## src/design/bra_pkg.sv

```systemverilog
package bra_pkg;

    localparam int NUM_SLOTS_DEF      = 4096;
    localparam int FIRST_ORDINARY_DEF = 24;

    localparam int WORD_BITS = 64;
    localparam int POS_W     = 6;
    localparam int SEQ_W     = 16;
    localparam int REC_W     = 12;
    localparam int BASE_W    = 48;
    localparam int STATUS_W  = 3;
    localparam int OP_W      = 2;
    localparam int CFG_IDX_W = 1;
    localparam int CFG_DAT_W = 12;

    localparam logic [REC_W-1:0] LAST_RES_RST = 12'd15;

    localparam logic [OP_W-1:0] OP_ALLOC = 2'd0;
    localparam logic [OP_W-1:0] OP_FREE  = 2'd1;
    localparam logic [OP_W-1:0] OP_QUERY = 2'd2;

    localparam logic [STATUS_W-1:0] ST_OK        = 3'd0;
    localparam logic [STATUS_W-1:0] ST_BAD_PARAM = 3'd1;
    localparam logic [STATUS_W-1:0] ST_BAD_STATE = 3'd2;
    localparam logic [STATUS_W-1:0] ST_NOT_ALLOC = 3'd3;
    localparam logic [STATUS_W-1:0] ST_RANGE     = 3'd4;
    localparam logic [STATUS_W-1:0] ST_FULL      = 3'd5;

    localparam logic [CFG_IDX_W-1:0] CFG_READ_ONLY = 1'd0;
    localparam logic [CFG_IDX_W-1:0] CFG_LAST_RES  = 1'd1;

    typedef enum logic [2:0] {
        S_IDLE,
        S_DECODE,
        S_SCAN,
        S_ALLOC,
        S_GROW,
        S_FULL,
        S_FREE,
        S_QUERY
    } t_state;

    typedef struct packed {
        logic                 hit;
        logic [POS_W-1:0]     pos;
        logic [WORD_BITS-1:0] masked;
    } t_scan_res;

endpackage

```

## src/design/bra_scan.sv

```systemverilog
module bra_scan #(
    parameter int TS_W           = 13,
    parameter int FIRST_ORDINARY = bra_pkg::FIRST_ORDINARY_DEF
) (
    input  logic [bra_pkg::WORD_BITS-1:0] i_raw,
    input  logic [TS_W-7:0]               i_word,
    input  logic [TS_W-1:0]               i_ts,
    output bra_pkg::t_scan_res            o_res
);

    localparam int WW      = TS_W - 6;
    localparam int FO_WORD = FIRST_ORDINARY / 64;
    localparam int FO_LOW  = FIRST_ORDINARY % 64;
    localparam logic [bra_pkg::WORD_BITS-1:0] FO_MASK = (64'd1 << FO_LOW) - 64'd1;

    logic [WW-1:0]                 ts_word;
    logic [bra_pkg::POS_W-1:0]     ts_bit;
    logic [bra_pkg::WORD_BITS-1:0] lt_mask;
    logic [bra_pkg::WORD_BITS-1:0] fo_mask;
    logic [bra_pkg::WORD_BITS-1:0] free_vec;
    logic [bra_pkg::POS_W-1:0]     pos;

    assign ts_word = i_ts[TS_W-1:6];
    assign ts_bit  = i_ts[5:0];

    always_comb begin
        if (i_word < ts_word) begin
            lt_mask = '1;
        end else if (i_word == ts_word) begin
            lt_mask = (64'd1 << ts_bit) - 64'd1;
        end else begin
            lt_mask = '0;
        end

        if (i_word < WW'(FO_WORD)) begin
            fo_mask = '1;
        end else if (i_word == WW'(FO_WORD)) begin
            fo_mask = FO_MASK;
        end else begin
            fo_mask = '0;
        end
    end

    // lowest clear bit inside the ordinary part of the table
    always_comb begin
        free_vec = ~i_raw & lt_mask & ~fo_mask;
        pos = '0;
        for (int i = bra_pkg::WORD_BITS - 1; i >= 0; i--) begin
            if (free_vec[i]) begin
                pos = bra_pkg::POS_W'(i);
            end
        end
    end

    assign o_res.hit    = |free_vec;
    assign o_res.pos    = pos;
    assign o_res.masked = fo_mask | (i_raw & lt_mask);

endmodule

```

## config.mk

```make
export PLATFORM = sky130hd
export DESIGN_NAME = bra_scan
export DESIGN_NICKNAME = d
export VERILOG_FILES = /design/src/design/bra_pkg.sv /design/src/design/bra_scan.sv
export SDC_FILE = /design/constraint.sdc
export NUM_CORES = 1
export LEC_CHECK = 0
export BUFFER_PORTS_ARGS = -buffer_cell sky130_fd_sc_hd__buf_2
export CELL_PAD_IN_SITES_DETAIL_PLACEMENT = 1
export CELL_PAD_IN_SITES_GLOBAL_PLACEMENT = 2
export CORE_MARGIN = 2
export CORE_UTILIZATION = 28
export DETAILED_ROUTE_END_ITERATION = 16
export PLACE_DENSITY = 0.95
export SLEW_MARGIN = 20
export SYNTH_ARGS = -nofsm -noshare
export SYNTH_HDL_FRONTEND = slang
export SYNTH_SLANG_ARGS = --single-unit
```

## constraint.sdc

```tcl
create_clock -name vclk -period 12.5
set_input_delay 1.875 -clock vclk [all_inputs]
set_output_delay 1.875 -clock vclk [all_outputs]
set_load 0.02 [all_outputs]
```

==> impl_metrics.toml <==
[outcome]
status = "completed"

[layout]
layout-drive-gt1-share_pct = 25.48
fin_nets = 883
final_util_pct = 33.99
antennaDiodeCount = 0
seq_cell_count = 0
regArea_um2 = 0
fillers = 2000
clkbuf_count = 0
area_growth_pct = 19.56

[power]
vdd_drop_max_uv = 18.06
leakagePower_nw = 2.141
power_density_nw_per_um2 = 52.90
total_power_mw = 0.2593

[cts]
ctsResizeCount = 0
cts_setup_buffers = 0
cts_hold_buf = 0

[grt]
grt_pass1_vias = 5695
grt-ovfl-total = 0
grt_pass1_wl_um = 32310
antenna_found_initial = 0
grt.total_usage_pct = 25.18
grt_max_degree = 64

[timing]
maxSlewViolCount = 0
whs_ns = 4.076
max_freq_mhz = 124.9
setup_ws_ns = 4.490
hold_viol_final = 0
fin_tns_setup_ns = 0
slew_headroom_pct = 25.50
period_share_pct = 64.08
rsz0062_at_grt = "false"
setup_viol = 0
min_period_ns = 8.010
worstMarginPinSlew_ns = 1.117

[synth]
synth_fp_nets = 770
synthCells = 678
ys_seq_area_share_pct = 0
yosys_warnings = 0
avgSynthCellArea_um2 = 6.047
synth_cell_type_count = 86
syn_area_um2 = 4100

[drt]
ant_nets = 0
route.detailed.drc = 0
avgRoutedWirePerCell_um = 21.38
vias = 5832
drt_iter0_markers = 531
totalWireLength_um = 20800
drt_pre_antenna_iters = 5
avgViaCountPerCell = 5.994

[worst_hold_path]
hp-class = "in -> out"

[floorplan]
num_io_pins = 155
die_w_um = 125.0
start_util_pct = 28.43
rows = 44
die-area_um2 = 15630
die_height_um = 125.0
core_um2 = 14420

[placement]
pre_cts_ws_ns = 4.547
gp_congestion = 0.9705
hpwl_um = 16820
port-buffer-count = 155

[worst_setup_path]
crit_type = "in -> out"
crit_path_max_fanout = 38
slowest_stage = "or4_1"
path_common_cell = "buf_2"
critPathMaxStageDelay_ns = 0.63
crit_buf_inv = 3
cp-end-kind = "output pin"
critical-path-top-delay-family = "simple AND/OR/NAND/NOR gates"
crit_chain = "buf_2 -> nor3_1 -> buf_4 -> nand3_1 -> ha_1 -> nor3b_1 -> a32oi_1 -> nand4_1 -> a31oi_1 -> or4_1 -> or3_1 -> nor2_1 -> nand2b_1 -> a21oi_1 -> buf_2"
cp.arrival_ns = 6.13
critPathRequiredTime_ns = 10.62
critPathLaunchType = "input port"

[flow_run]
maxCapViolCount = 0
## cell type report
| class | count | area [um^2] | area share (%) |
|---|---|---|---|
| tap | 184 | 230.2 | 4.696 |
| timing repair buffer | 162 | 828.3 | 16.90 |
| inverter | 37 | 138.9 | 2.833 |
| multi-input combinational | 590 | 3705 | 75.57 |
## kinds of logic (layout without fill, tap and decap cells)
family / count (synthesis) / count (layout) / synth area share (%)
xor+xnor: 15 / 15 / 3.387
simple gates: 297 / 297 / 39.18
compound gates: 268 / 268 / 44.74
buf+inv: 88 / 199 / 9.765
mux: 2 / 2 / 0.4883
fa+ha+maj: 8 / 8 / 2.441
## stage by stage
| step | std cells | instance area, um^2 |
|---|---|---|
| after floorplan | 678 | 4100 |
| after global placement | 973 | 4902 |
| after detailed placement | 973 | 4902 |
| after CTS | 973 | 4902 |
| after global routing | 973 | 4902 |
| final | 973 | 4902 |
## synth_stat cells (all sizes together) (9+ instances only)
cell / n / area (um^2)
xnor2: 11 / 103.9
o21ai: 57 / 292.8
clkbuf: 20 / 75.07
and2: 12 / 75.08
buf: 31 / 186.4
a21oi: 60 / 304.0
nand3: 18 / 90.09
o22ai: 9 / 56.30
nor4: 14 / 121.4
a21o: 14 / 105.1
a21boi: 16 / 120.1
nand4: 9 / 56.30
o31ai: 12 / 115.1
nor2: 64 / 242.7
nand2: 71 / 266.5
or3: 10 / 62.56
nor3: 24 / 130.1
a211o: 11 / 96.34
nand2b: 9 / 66.31
nor2b: 19 / 118.9
a31oi: 18 / 125.1
or2: 11 / 68.82
inv: 37 / 138.9
## routing by layer
layer  wire (um)  share of wire [%]  vias up  GRT usage (%)
met3        1561                7.5       48          3.252
met5           0                  0        -              0
met2        8935                 43      292          39.87
li1            -                  -     2755              -
met4         821                3.9        0          8.105
met1        9484                 46     2737          35.42
## cell usage in the layout, fill, tap and decap left out, types with 5 or more instances in the layout
cell / synthesis / layout
buf_2: 17 / 155
nand2_1: 71 / 70
nor2_1: 63 / 62
a21oi_1: 59 / 59
o21ai_0: 43 / 43
inv_1: 37 / 37
nor3_1: 22 / 22
nor2b_1: 19 / 19
nand3_1: 18 / 18
a31oi_1: 16 / 16
a21boi_0: 15 / 15
a21o_1: 14 / 14
o21ai_1: 12 / 12
a211o_1: 11 / 11
and2_1: 11 / 11
or3_1: 10 / 10
xnor2_1: 10 / 10
nor4_1: 10 / 10
nand4_1: 9 / 9
o22ai_1: 9 / 9
and3_1: 8 / 8
ha_1: 8 / 8
o21a_1: 7 / 7
o31ai_1: 7 / 7
nand2b_1: 7 / 7
buf_4: 3 / 7
or2_2: 6 / 6
a22oi_1: 6 / 6
a211oi_1: 6 / 6
o31ai_2: 5 / 5
nor3b_1: 5 / 5
## final timing paths
| check | start | endpoint | slack (ns) | cells past startpoint |
|---|---|---|---|---|
| max | i_ts[2] | o_res[68] | 4.49 | 15 |
| min | i_raw[19] | o_res[19] | 4.08 | 4 |
## power by group
group          internal [mW]  switching, mW  total, mW
clock                      0              0          0
combinational         0.0871          0.172      0.259
sequential                 0              0          0
total                 0.0871          0.172      0.259
Note: power is estimated with default switching activity, not from simulation.
